[src/hw/rtl/pbba_pkg.sv]
// ----------------------------------------------------------------------------
// Port block bitmap allocator package
// Request codes, register indices, controller states and bit search helper.
// ----------------------------------------------------------------------------
package pbba_pkg;

   localparam int BITS_PER_WORD = 64;
   localparam int BIT_W         = 6;
   localparam int PORT_W        = 16;
   localparam int BLK_W         = 11;
   localparam int DRAW_WORD_W   = PORT_W - BIT_W;

   typedef enum logic [1:0] {
      MODE_FIRST    = 2'd0,
      MODE_RANDOM   = 2'd1,
      MODE_SPECIFIC = 2'd2,
      MODE_RELEASE  = 2'd3
   } mode_type;

   typedef enum logic [1:0] {
      CSR_FIRST_PORT  = 2'd0,
      CSR_BLOCK_PORTS = 2'd1
   } csr_index_type;

   typedef enum logic [2:0] {
      ST_IDLE,
      ST_MOD,
      ST_TAKE,
      ST_REL,
      ST_SCAN
   } state_type;

   // Index of the lowest clear bit; only meaningful when a clear bit exists.
   function automatic logic [BIT_W-1:0] lowest_clear(input logic [BITS_PER_WORD-1:0] w);
      logic [BIT_W-1:0] idx;
      idx = '0;
      for (int i = BITS_PER_WORD - 1; i >= 0; i--) begin
         if (!w[i]) begin
            idx = BIT_W'(i);
         end
      end
      return idx;
   endfunction

endpackage

[src/hw/rtl/pbba_bitmap_mem.sv]
// ----------------------------------------------------------------------------
// Bitmap memory
// One write and one registered read per cycle; per-entry valid bits make an
// entry read as all-free until it is first written.
// ----------------------------------------------------------------------------
module pbba_bitmap_mem #(
   parameter int DEPTH = 48,
   parameter int AW    = 6
) (
   input  logic                               clock,
   input  logic                               reset,
   input  logic                               rd_en,
   input  logic [AW-1:0]                      rd_addr,
   output logic [pbba_pkg::BITS_PER_WORD-1:0] rd_data,
   input  logic                               wr_en,
   input  logic [AW-1:0]                      wr_addr,
   input  logic [pbba_pkg::BITS_PER_WORD-1:0] wr_data
);
   import pbba_pkg::*;

   logic [BITS_PER_WORD-1:0] mem [DEPTH];
   logic [DEPTH-1:0]         vld_ff;
   logic [BITS_PER_WORD-1:0] rd_data_ff;
   logic                     rd_vld_ff;

   always_ff @(posedge clock) begin
      if (wr_en) begin
         mem[wr_addr] <= wr_data;
      end
      if (rd_en) begin
         rd_data_ff <= mem[rd_addr];
      end
   end

   always_ff @(posedge clock) begin
      if (reset) begin
         vld_ff    <= '0;
         rd_vld_ff <= 1'b0;
      end else begin
         if (wr_en) begin
            vld_ff[wr_addr] <= 1'b1;
         end
         if (rd_en) begin
            rd_vld_ff <= vld_ff[rd_addr];
         end
      end
   end

   assign rd_data = rd_vld_ff ? rd_data_ff : '0;

endmodule

[src/hw/rtl/pbba_mod_unit.sv]
// ----------------------------------------------------------------------------
// Modulo unit
// Restoring remainder of the draw's word number by the word count, two
// quotient bits per cycle.
// ----------------------------------------------------------------------------
module pbba_mod_unit #(
   parameter int WCW = 5
) (
   input  logic                             clock,
   input  logic                             reset,
   input  logic                             start,
   input  logic [pbba_pkg::DRAW_WORD_W-1:0] dividend,
   input  logic [WCW-1:0]                   divisor,
   output logic                             done,
   output logic [WCW-1:0]                   remainder
);
   import pbba_pkg::*;

   localparam int STEP_BITS = 2;
   localparam int ITER      = (DRAW_WORD_W + STEP_BITS - 1) / STEP_BITS;
   localparam int CNT_W     = $clog2(ITER + 1);

   logic                   run_ff;
   logic                   done_ff;
   logic [CNT_W-1:0]       cnt_ff;
   logic [DRAW_WORD_W-1:0] dvd_ff;
   logic [DRAW_WORD_W-1:0] dvd_in;
   logic [WCW-1:0]         dvs_ff;
   logic [WCW-1:0]         rem_ff;
   logic [WCW-1:0]         rem_in;

   always_comb begin
      logic [WCW-1:0]         r;
      logic [WCW:0]           r2;
      logic [DRAW_WORD_W-1:0] d;
      r = rem_ff;
      d = dvd_ff;
      for (int k = 0; k < STEP_BITS; k++) begin
         r2 = {r, d[DRAW_WORD_W-1]};
         d  = {d[DRAW_WORD_W-2:0], 1'b0};
         if (r2 >= {1'b0, dvs_ff}) begin
            r2 = r2 - {1'b0, dvs_ff};
         end
         r = r2[WCW-1:0];
      end
      rem_in = r;
      dvd_in = d;
   end

   always_ff @(posedge clock) begin
      if (reset) begin
         run_ff  <= 1'b0;
         done_ff <= 1'b0;
         cnt_ff  <= '0;
      end else begin
         done_ff <= 1'b0;
         if (start) begin
            run_ff <= 1'b1;
            cnt_ff <= '0;
            dvd_ff <= dividend;
            dvs_ff <= divisor;
            rem_ff <= '0;
         end else if (run_ff) begin
            rem_ff <= rem_in;
            dvd_ff <= dvd_in;
            cnt_ff <= cnt_ff + 1'b1;
            if (cnt_ff == CNT_W'(ITER - 1)) begin
               run_ff  <= 1'b0;
               done_ff <= 1'b1;
            end
         end
      end
   end

   assign done      = done_ff;
   assign remainder = rem_ff;

endmodule

[src/hw/rtl/port_block_bitmap_allocator.sv]
// A request refused up front is answered straight from idle; specific and release read
// the word, then write and answer. First-free scans one bitmap word read per cycle; random
// runs the modulo unit, then takes the drawn port or falls back to a scan.
// One request at a time; a new one is taken in the cycle its result is shown.
// Results cannot be stalled. Synchronous reset frees every port at once.
// ----------------------------------------------------------------------------
// Port block bitmap allocator
// Per-protocol port bitmaps in one memory, read-modify-write controller with
// first-free scan, random pick, specific take and release.
// ----------------------------------------------------------------------------
module port_block_bitmap_allocator #(
   parameter int MAX_WORDS     = 16,
   parameter int PROTO_CLASSES = 3
) (
   input  logic        clock,
   input  logic        reset,
   input  logic        start,
   output logic        busy,
   input  logic [1:0]  req_mode,
   input  logic [1:0]  req_proto,
   input  logic [15:0] req_port,
   input  logic [15:0] req_random_draw,
   output logic        rsp_valid,
   output logic [15:0] rsp_result_port,
   output logic        rsp_success,
   input  logic        csr_valid,
   output logic        csr_ready,
   input  logic [1:0]  csr_index,
   input  logic [15:0] csr_wdata
);
   import pbba_pkg::*;

   localparam int WW    = (MAX_WORDS > 1) ? $clog2(MAX_WORDS) : 1;
   localparam int WCW   = $clog2(MAX_WORDS + 1);
   localparam int NPW   = WCW + BIT_W;
   localparam int CW    = $clog2(MAX_WORDS * BITS_PER_WORD + 1);
   localparam int PW    = (PROTO_CLASSES > 1) ? $clog2(PROTO_CLASSES) : 1;
   localparam int DEPTH = PROTO_CLASSES * MAX_WORDS;
   localparam int AW    = (DEPTH > 1) ? $clog2(DEPTH) : 1;
   localparam logic [1:0] PROTO_LIM = 2'(PROTO_CLASSES);

   function automatic logic [AW-1:0] word_addr(input logic [PW-1:0] p,
                                                input logic [WW-1:0] w);
      return AW'(int'(p) * MAX_WORDS + int'(w));
   endfunction

   // configuration
   logic [PORT_W-1:0] csr_first_port_ff;
   logic [BLK_W-1:0]  csr_block_ports_ff;

   // controller
   state_type          state_ff, state_in;
   mode_type           mode_ff, mode_in;
   logic [PW-1:0]      proto_ff, proto_in;
   logic [WW-1:0]      tgt_word_ff, tgt_word_in;
   logic [BIT_W-1:0]   tgt_bit_ff, tgt_bit_in;
   logic [WW-1:0]      scan_w_ff, scan_w_in;
   logic [WW-1:0]      pend_w_ff, pend_w_in;
   logic               pend_ff, pend_in;
   logic [WCW-1:0]     issued_ff, issued_in;
   logic [WCW-1:0]     checked_ff, checked_in;
   logic               rsp_valid_ff, rsp_valid_in;
   logic [PORT_W-1:0]  rsp_port_ff, rsp_port_in;
   logic               rsp_ok_ff, rsp_ok_in;
   logic [CW-1:0]      used_cnt_ff [PROTO_CLASSES];
   logic [CW-1:0]      used_cnt_in [PROTO_CLASSES];
   logic [WW-1:0]      scan_word_ff [PROTO_CLASSES];
   logic [WW-1:0]      scan_word_in [PROTO_CLASSES];

   // memory and modulo unit
   logic                     mem_rd_en;
   logic [AW-1:0]            mem_rd_addr;
   logic [BITS_PER_WORD-1:0] mem_rd_data;
   logic                     mem_wr_en;
   logic [AW-1:0]            mem_wr_addr;
   logic [BITS_PER_WORD-1:0] mem_wr_data;
   logic                     mod_start;
   logic                     mod_done;
   logic [WCW-1:0]           mod_rem;

   // block geometry
   logic [BLK_W-BIT_W-1:0] blk_words;
   logic [WCW-1:0]         wc;
   logic [NPW-1:0]         nports;
   logic                   blk_ok;
   logic [PW-1:0]          req_p;
   logic                   req_proto_ok;
   logic [PORT_W-1:0]      req_off;
   logic                   req_in_blk;
   logic                   req_full;
   logic                   accept;

   assign blk_words = csr_block_ports_ff[BLK_W-1:BIT_W];
   assign wc        = (int'(blk_words) > MAX_WORDS) ? WCW'(MAX_WORDS) : WCW'(blk_words);
   assign nports    = {wc, {BIT_W{1'b0}}};
   assign blk_ok    = (wc != '0) &&
                      ((18'(csr_first_port_ff) + 18'(nports)) <= 18'h10000);

   assign req_p        = req_proto[PW-1:0];
   assign req_proto_ok = req_proto < PROTO_LIM;
   assign req_off      = req_port - csr_first_port_ff;
   assign req_in_blk   = (req_port >= csr_first_port_ff) && (18'(req_off) < 18'(nports));
   assign req_full     = 18'(used_cnt_ff[req_p]) == 18'(nports);

   assign busy   = state_ff != ST_IDLE;
   assign accept = start && !busy;

   pbba_bitmap_mem #(
      .DEPTH (DEPTH),
      .AW    (AW)
   ) u_mem (
      .clock   (clock),
      .reset   (reset),
      .rd_en   (mem_rd_en),
      .rd_addr (mem_rd_addr),
      .rd_data (mem_rd_data),
      .wr_en   (mem_wr_en),
      .wr_addr (mem_wr_addr),
      .wr_data (mem_wr_data)
   );

   pbba_mod_unit #(
      .WCW (WCW)
   ) u_mod (
      .clock     (clock),
      .reset     (reset),
      .start     (mod_start),
      .dividend  (req_random_draw[PORT_W-1:BIT_W]),
      .divisor   (wc),
      .done      (mod_done),
      .remainder (mod_rem)
   );

   always_comb begin
      logic                     hit_bit;
      logic [BITS_PER_WORD-1:0] tgt_mask;
      logic [BIT_W-1:0]         free_bit;
      logic [CW-1:0]            cur_cnt;

      state_in     = state_ff;
      mode_in      = mode_ff;
      proto_in     = proto_ff;
      tgt_word_in  = tgt_word_ff;
      tgt_bit_in   = tgt_bit_ff;
      scan_w_in    = scan_w_ff;
      pend_w_in    = pend_w_ff;
      pend_in      = pend_ff;
      issued_in    = issued_ff;
      checked_in   = checked_ff;
      rsp_valid_in = 1'b0;
      rsp_port_in  = rsp_port_ff;
      rsp_ok_in    = rsp_ok_ff;
      used_cnt_in  = used_cnt_ff;
      scan_word_in = scan_word_ff;
      mem_rd_en    = 1'b0;
      mem_rd_addr  = '0;
      mem_wr_en    = 1'b0;
      mem_wr_addr  = '0;
      mem_wr_data  = '0;
      mod_start    = 1'b0;

      hit_bit  = mem_rd_data[tgt_bit_ff];
      tgt_mask = BITS_PER_WORD'(1) << tgt_bit_ff;
      free_bit = lowest_clear(mem_rd_data);
      cur_cnt  = used_cnt_ff[proto_ff];

      case (state_ff)
         ST_IDLE: begin
            if (accept) begin
               mode_in     = mode_type'(req_mode);
               proto_in    = req_p;
               tgt_word_in = req_off[BIT_W +: WW];
               tgt_bit_in  = (mode_type'(req_mode) == MODE_RANDOM) ?
                             req_random_draw[BIT_W-1:0] : req_off[BIT_W-1:0];
               // refuse up front unless a later state takes over
               rsp_valid_in = 1'b1;
               rsp_port_in  = '0;
               rsp_ok_in    = 1'b0;
               if (req_proto_ok && blk_ok) begin
                  case (mode_type'(req_mode))
                     MODE_RELEASE: begin
                        if (req_in_blk) begin
                           rsp_valid_in = 1'b0;
                           mem_rd_en    = 1'b1;
                           mem_rd_addr  = word_addr(req_p, req_off[BIT_W +: WW]);
                           state_in     = ST_REL;
                        end
                     end
                     MODE_FIRST: begin
                        if (!req_full) begin
                           rsp_valid_in = 1'b0;
                           scan_w_in    = (WCW'(scan_word_ff[req_p]) >= wc) ?
                                          '0 : scan_word_ff[req_p];
                           issued_in    = '0;
                           checked_in   = '0;
                           pend_in      = 1'b0;
                           state_in     = ST_SCAN;
                        end
                     end
                     MODE_RANDOM: begin
                        if (!req_full) begin
                           rsp_valid_in = 1'b0;
                           mod_start    = 1'b1;
                           state_in     = ST_MOD;
                        end
                     end
                     MODE_SPECIFIC: begin
                        if (!req_full && req_in_blk) begin
                           rsp_valid_in = 1'b0;
                           mem_rd_en    = 1'b1;
                           mem_rd_addr  = word_addr(req_p, req_off[BIT_W +: WW]);
                           state_in     = ST_TAKE;
                        end
                     end
                     default: begin
                     end
                  endcase
               end
            end
         end

         ST_MOD: begin
            if (mod_done) begin
               tgt_word_in = WW'(mod_rem);
               mem_rd_en   = 1'b1;
               mem_rd_addr = word_addr(proto_ff, WW'(mod_rem));
               state_in    = ST_TAKE;
            end
         end

         ST_TAKE: begin
            if (!hit_bit) begin
               mem_wr_en             = 1'b1;
               mem_wr_addr           = word_addr(proto_ff, tgt_word_ff);
               mem_wr_data           = mem_rd_data | tgt_mask;
               used_cnt_in[proto_ff] = CW'(cur_cnt + 1'b1);
               rsp_valid_in          = 1'b1;
               rsp_port_in           = csr_first_port_ff + PORT_W'({tgt_word_ff, tgt_bit_ff});
               rsp_ok_in             = 1'b1;
               state_in              = ST_IDLE;
            end else if (mode_ff == MODE_RANDOM) begin
               // drawn port taken: scan on from the draw's word
               scan_word_in[proto_ff] = tgt_word_ff;
               scan_w_in              = tgt_word_ff;
               issued_in              = '0;
               checked_in             = '0;
               pend_in                = 1'b0;
               state_in               = ST_SCAN;
            end else begin
               rsp_valid_in = 1'b1;
               rsp_port_in  = '0;
               rsp_ok_in    = 1'b0;
               state_in     = ST_IDLE;
            end
         end

         ST_REL: begin
            rsp_valid_in = 1'b1;
            rsp_port_in  = '0;
            rsp_ok_in    = hit_bit;
            state_in     = ST_IDLE;
            if (hit_bit) begin
               mem_wr_en   = 1'b1;
               mem_wr_addr = word_addr(proto_ff, tgt_word_ff);
               mem_wr_data = mem_rd_data & ~tgt_mask;
               if (cur_cnt != '0) begin
                  used_cnt_in[proto_ff] = cur_cnt - 1'b1;
               end
            end
         end

         ST_SCAN: begin
            if (pend_ff && (mem_rd_data != '1)) begin
               mem_wr_en              = 1'b1;
               mem_wr_addr            = word_addr(proto_ff, pend_w_ff);
               mem_wr_data            = mem_rd_data | (BITS_PER_WORD'(1) << free_bit);
               used_cnt_in[proto_ff]  = CW'(cur_cnt + 1'b1);
               scan_word_in[proto_ff] = pend_w_ff;
               rsp_valid_in           = 1'b1;
               rsp_port_in            = csr_first_port_ff + PORT_W'({pend_w_ff, free_bit});
               rsp_ok_in              = 1'b1;
               state_in               = ST_IDLE;
            end else if (pend_ff && (WCW'(checked_ff + 1'b1) == wc)) begin
               rsp_valid_in = 1'b1;
               rsp_port_in  = '0;
               rsp_ok_in    = 1'b0;
               state_in     = ST_IDLE;
            end else begin
               // issue the next word while the previous one is checked
               checked_in = checked_ff + WCW'(pend_ff);
               pend_in    = 1'b0;
               if (issued_ff != wc) begin
                  mem_rd_en   = 1'b1;
                  mem_rd_addr = word_addr(proto_ff, scan_w_ff);
                  pend_in     = 1'b1;
                  pend_w_in   = scan_w_ff;
                  issued_in   = issued_ff + 1'b1;
                  scan_w_in   = (WCW'(WCW'(scan_w_ff) + 1'b1) == wc) ?
                                '0 : WW'(scan_w_ff + 1'b1);
               end
            end
         end

         default: begin
            state_in = ST_IDLE;
         end
      endcase
   end

   always_ff @(posedge clock) begin
      if (reset) begin
         state_ff           <= ST_IDLE;
         rsp_valid_ff       <= 1'b0;
         pend_ff            <= 1'b0;
         issued_ff          <= '0;
         checked_ff         <= '0;
         csr_first_port_ff  <= 16'd1024;
         csr_block_ports_ff <= 11'd128;
         for (int i = 0; i < PROTO_CLASSES; i++) begin
            used_cnt_ff[i]  <= '0;
            scan_word_ff[i] <= '0;
         end
      end else begin
         state_ff     <= state_in;
         rsp_valid_ff <= rsp_valid_in;
         pend_ff      <= pend_in;
         issued_ff    <= issued_in;
         checked_ff   <= checked_in;
         used_cnt_ff  <= used_cnt_in;
         scan_word_ff <= scan_word_in;
         if (csr_valid && csr_ready) begin
            case (csr_index_type'(csr_index))
               CSR_FIRST_PORT:  csr_first_port_ff  <= csr_wdata;
               CSR_BLOCK_PORTS: csr_block_ports_ff <= csr_wdata[BLK_W-1:0];
               default: begin
               end
            endcase
         end
      end
   end

   always_ff @(posedge clock) begin
      mode_ff     <= mode_in;
      proto_ff    <= proto_in;
      tgt_word_ff <= tgt_word_in;
      tgt_bit_ff  <= tgt_bit_in;
      scan_w_ff   <= scan_w_in;
      pend_w_ff   <= pend_w_in;
      rsp_port_ff <= rsp_port_in;
      rsp_ok_ff   <= rsp_ok_in;
   end

   assign csr_ready       = !busy;
   assign rsp_valid       = rsp_valid_ff;
   assign rsp_result_port = rsp_port_ff;
   assign rsp_success     = rsp_ok_ff;

endmodule

[config.mk]
export PLATFORM = sky130hd
export DESIGN_NAME = port_block_bitmap_allocator
export DESIGN_NICKNAME = d
export VERILOG_FILES = /design/src/hw/rtl/pbba_pkg.sv /design/src/hw/rtl/pbba_bitmap_mem.sv /design/src/hw/rtl/pbba_mod_unit.sv /design/src/hw/rtl/port_block_bitmap_allocator.sv
export SDC_FILE = /design/constraint.sdc
export NUM_CORES = 2
export LEC_CHECK = 0
export BUFFER_PORTS_ARGS = -buffer_cell sky130_fd_sc_hd__buf_2
export CAP_MARGIN = 25
export CORE_MARGIN = 8
export CORE_UTILIZATION = 30
export DETAILED_ROUTE_END_ITERATION = 8
export GPL_ROUTABILITY_DRIVEN = 0
export PLACE_DENSITY = 0.55
export SLEW_MARGIN = 0
export SYNTH_ARGS = -nofsm -noshare
export SYNTH_HDL_FRONTEND = slang
export SYNTH_SLANG_ARGS = --single-unit
[constraint.sdc]
create_clock -name clock -period 8.7 [get_ports clock]
set_input_delay 0.435 -clock clock [delete_from_list [all_inputs] [get_ports clock]]
set_output_delay 0.435 -clock clock [all_outputs]
set_load 0.01 [all_outputs]
==> implementation parameters <==
Parameter                              Value

Outcome
  Result of the run    completed

Worst setup path
  Reg2Reg Launch Point    csr_first_port_ff[1]$_SDFFE_PP0P_
  Crit-path most repeated cell    sky130_fd_sc_hd__buf_12
  Kind of critical path    register to register
  Maximum net fanout on the critical path    55
  Slack of the worst reg-to-reg path    1.74 ns
  Critical Path AT    7.66 ns
  Startpoint kind of the worst setup timing path    register
  Crit end category    register
  Largest incremental delay on the critical path    0.62 ns
  CP cell instances    inv_1 -> ha_1 -> nor2b_1 -> o31ai_4 -> a211oi_1 -> nor2_1 -> xnor2_1 -> ha_1 -> o21a_1 -> o21ai_0 -> a21oi_1 -> nor4_4 -> buf_4 -> a31o_4 -> buf_12 -> buf_12 -> buf_12 -> nand2_1 -> a32oi_1 -> o311ai_0 -> and3_1 -> nor3_1
  Crit path max-delay cell type    sky130_fd_sc_hd__dfxtp_1
  Reg-to-reg critical path endpoint    u_mem.rd_data_ff[23]$_DFFE_PP_
  Required time reported for the critical path endpoint    9.40 ns
  Worst Reg2Reg Path Length in Cells    22

Floorplan
  Floorplan Core Area    463,000 um2
  Row count    250
  Starting utilization of the core area    0.301
  Die width    697 um
  Die Footprint    486,000 um2
  Number of top-level pins    78
  Die Y    697 um

Yosys
  Net count after synthesis    10.9k
  Synth unique cells    110
  Number of cells produced by synthesis    10.8k
  Main area contributors after synthesis    sky130_fd_sc_hd__edfxtp_1 (69%), sky130_fd_sc_hd__nand2_1 (6.4%), sky130_fd_sc_hd__and3_1 (4.3%)
  Synthesized area    139,000 um2
  Fraction of post-synthesis cell area in the top cell type by area    0.690
  Yosys Warn Count    0
  Biggest area consumer among synthesized cells    sky130_fd_sc_hd__edfxtp_1
  Share of async-settable or async-resettable flops after synthesis    0
  Mean area per synthesized cell    12.9 um2
  Number of synthesized register bits    3,330
  Register area share after synthesis    0.709
  Prevailing post-synth register cell    sky130_fd_sc_hd__edfxtp_1
  Post-synth EDFFs    3,195

Hold path
  Hold_sp    csr_index[0]
  Hold path cells    3
  Hold Path Sink    csr_block_ports_ff[7]$_SDFFE_PP1P_
  Type of the most critical hold path    primary input to register

Detailed routing
  DRT Wirelength    474,000 um
  Count of nets left with antenna violations after detail routing    0
  DRC violations left    0
  DRC violation total after the first TritonRoute iteration    12.8k
  Routed length per placed instance    27.3 um
  Router iterations before antenna repair    6
  Post-DR vias/cell    5.45
  Via count    94.7k

Flow run
  Number of maximum-capacitance constraint violations    0

Finish
  Final nets    11.0k
  Fraction of layout cells with a size suffix above 1    0.100
  Most frequent standard cell in the layout excluding fill and tap cells    sky130_fd_sc_hd__edfxtp_1
  Commonest non-fill, non-tap cells in the layout    sky130_fd_sc_hd__edfxtp_1 (3,195), sky130_fd_sc_hd__nand2_1 (2,379), sky130_fd_sc_hd__and3_1 (965)
  Final std cell area, no fill    161,000 um2
  Signed area change from the synthesized netlist to the final layout    15.5%

GRT
  Maximum number of pins on one net before global-route repair    148
  Number of antenna violations at the first check in global routing    17
  All-Layer GR Usage    0.186
  Via count of the first global-routing pass    88.8k
  Overflow left after global routing    0
  Global-route wire length before repair    669,000 um

Clocking
  Clock tree from TritonCTS    done
  Post-CTS setup buffer count    0
  Maximum count of clock buffers along a single path    4
  Number of clock buffers inserted by TritonCTS    355
  Clock slew at reported path FFs    0.07 ns
  Root cell of the clock tree    sky130_fd_sc_hd__clkbuf_16
  Number of levels the H-tree was split into    5
  Clock sink count    3,330
  Total of cells resized after clock tree synthesis    0
  Number of buffers added to fix hold violations after cts    53
  Clk_lat worst skew    0.98 ns

Power
  Power per cell area    219 nW/um2
  Leakage    54.9 nW
  Worst VDD drop    151 uV

Timing
  Worst slack on hold paths    0.0827 ns
  Ratio of final minimum period to clock period    0.800
  Transition time at the pin with the least slew margin    1.16 ns
  Worst slew slack as a fraction of its limit    0.229
  Pins Over Slew Limit    0
  Clock Skew    0.0913 ns
  Hold violation total from the final report    0
  Count of endpoints failing setup in the final report    0
  RSZ-0062 raised after global routing    no
  Achievable frequency    0.144 GHz
  Final period demand of the worst path    6.96 ns
  Setup tns final    0 ns

Placement
  HPWL after detailed placement    251,000 um
  Placed standard-cell area    149,000 um2
  Buffers on Ports    77
kinds of logic (layout without fill, tap and decap cells):
kind of cell,after synthesis,count (layout),synth area share
adders and majority gates,75,75,0.00702
DFF,3330,3330,0.709
xor gates and xnor gates,51,51,0.00331
muxes,379,379,0.0286
buffers and inverters,868,1265,0.0285
other,0,5,0
and+or+nand+nor,4647,4647,0.157
AOI/OAI and AO/OA,1444,1444,0.0663
area by class of cell:
type | count | area, um2
Tap cell | 6174 | 7720
Antenna cell | 5 | 12.5
Fill cell | 44607 | 302000
Inverter | 137 | 517
Multi-Input combinational cell | 6596 | 37900
Sequential cell | 3330 | 98600
Timing Repair Buffer | 485 | 4890
Clock buffer | 429 | 9310
Clock inverter | 214 | 1660
report_power, final:
part           switching [mW]  internal, mW
Combinational            1.94         0.906
Sequential              0.235          17.5
Clock                    6.36          8.19
per-layer routing:
layer  track usage  share of wire  wire length (um)
met5             0       0.000089                42
met4        0.0686          0.040             19000
met3        0.0324           0.10             47500
met2         0.289           0.44            211000
met1         0.260           0.42            197000
metrics by stage:
step | util | power, mW | setup slack (ns) | instances
6_report | 0.347 | 35.2 | 1.74 | 17370
5_1_grt | 0.347 | 36.2 | 1.40 | 17366
4_1_cts | 0.347 | 35.3 | 1.94 | 17365
3_5_place_dp | 0.322 | 20.9 | 2.04 | 16669
3_3_place_gp | 0.322 | 20.9 | 2.00 | 16651
2_1_floorplan | - | 19.8 | 2.51 | 10794
synth_stat cells (all sizes together) (9+ instances only):
cell type,instances
edfxtp,3195
nand2,2383
and3,965
o21ai,529
nand3,511
buf,381
mux2i,357
clkbuf,350
nor2,283
nand4,277
a21oi,268
a31oi,143
inv,137
dfxtp,135
nor3,90
o2111ai,72
o311ai,69
a32oi,67
ha,66
o221ai,63
o22ai,55
xnor2,33
nand2b,26
nor2b,24
a211oi,17
a21o,17
o211ai,17
or2,17
xor2,17
mux4,14
a22oi,13
nor4,12
o31ai,12
and2,10
or3,10
a22o,9
o21a,9
registers in the layout, summed over array words and instances, names as in the netlist, 2 cells and up:
| register | count |
|---|---|
| u_mem.mem | 3072 |
| u_mem.rd_data_ff | 64 |
| u_mem.vld_ff | 48 |
| used_cnt_ff | 33 |
| csr_first_port_ff | 16 |
| rsp_result_port | 16 |
| scan_word_ff | 12 |
| u_mod.dvd_ff | 10 |
| tgt_bit_ff | 6 |
| checked_ff | 5 |
| csr_block_ports_ff | 5 |
| issued_ff | 5 |
| u_mod.dvs_ff | 5 |
| u_mod.remainder | 5 |
| pend_w_ff | 4 |
| scan_w_ff | 4 |
| tgt_word_ff | 4 |
| state_ff | 3 |
| u_mod.cnt_ff | 3 |
| mode_ff | 2 |
| proto_ff | 2 |
worst max-delay path by stage:
| stage | startpoint | end | slack [ns] |
|---|---|---|---|
| floorplan | tgt_bit_ff[0]$_DFFE_PP_ | u_mem.mem[0][0]$_DFFE_PP_ | 2.51 |
| detailed placement | csr_first_port_ff[1]$_SDFFE_PP0P_ | u_mem.rd_data_ff[47]$_DFFE_PP_ | 2.04 |
| global placement | csr_first_port_ff[1]$_SDFFE_PP0P_ | u_mem.rd_data_ff[47]$_DFFE_PP_ | 2.00 |
| finish | csr_first_port_ff[1]$_SDFFE_PP0P_ | u_mem.rd_data_ff[23]$_DFFE_PP_ | 1.74 |
| global route | csr_first_port_ff[1]$_SDFFE_PP0P_ | u_mem.rd_data_ff[41]$_DFFE_PP_ | 1.40 |
| CTS | csr_first_port_ff[1]$_SDFFE_PP0P_ | u_mem.rd_data_ff[47]$_DFFE_PP_ | 1.94 |
worst max-delay path, delay by kind of cell (launching register included):
family | cells | cell delay [ns]
adder cells (fa/ha/maj) | 2 | 0.69
flip-flops | 1 | 0.62
AND/OR/NAND/NOR | 6 | 1.30
buffers and inverters | 5 | 1.50
AO/OA/AOI/OAI | 8 | 1.96
XOR/XNOR | 1 | 0.35
(Power assumes the default switching activity.)
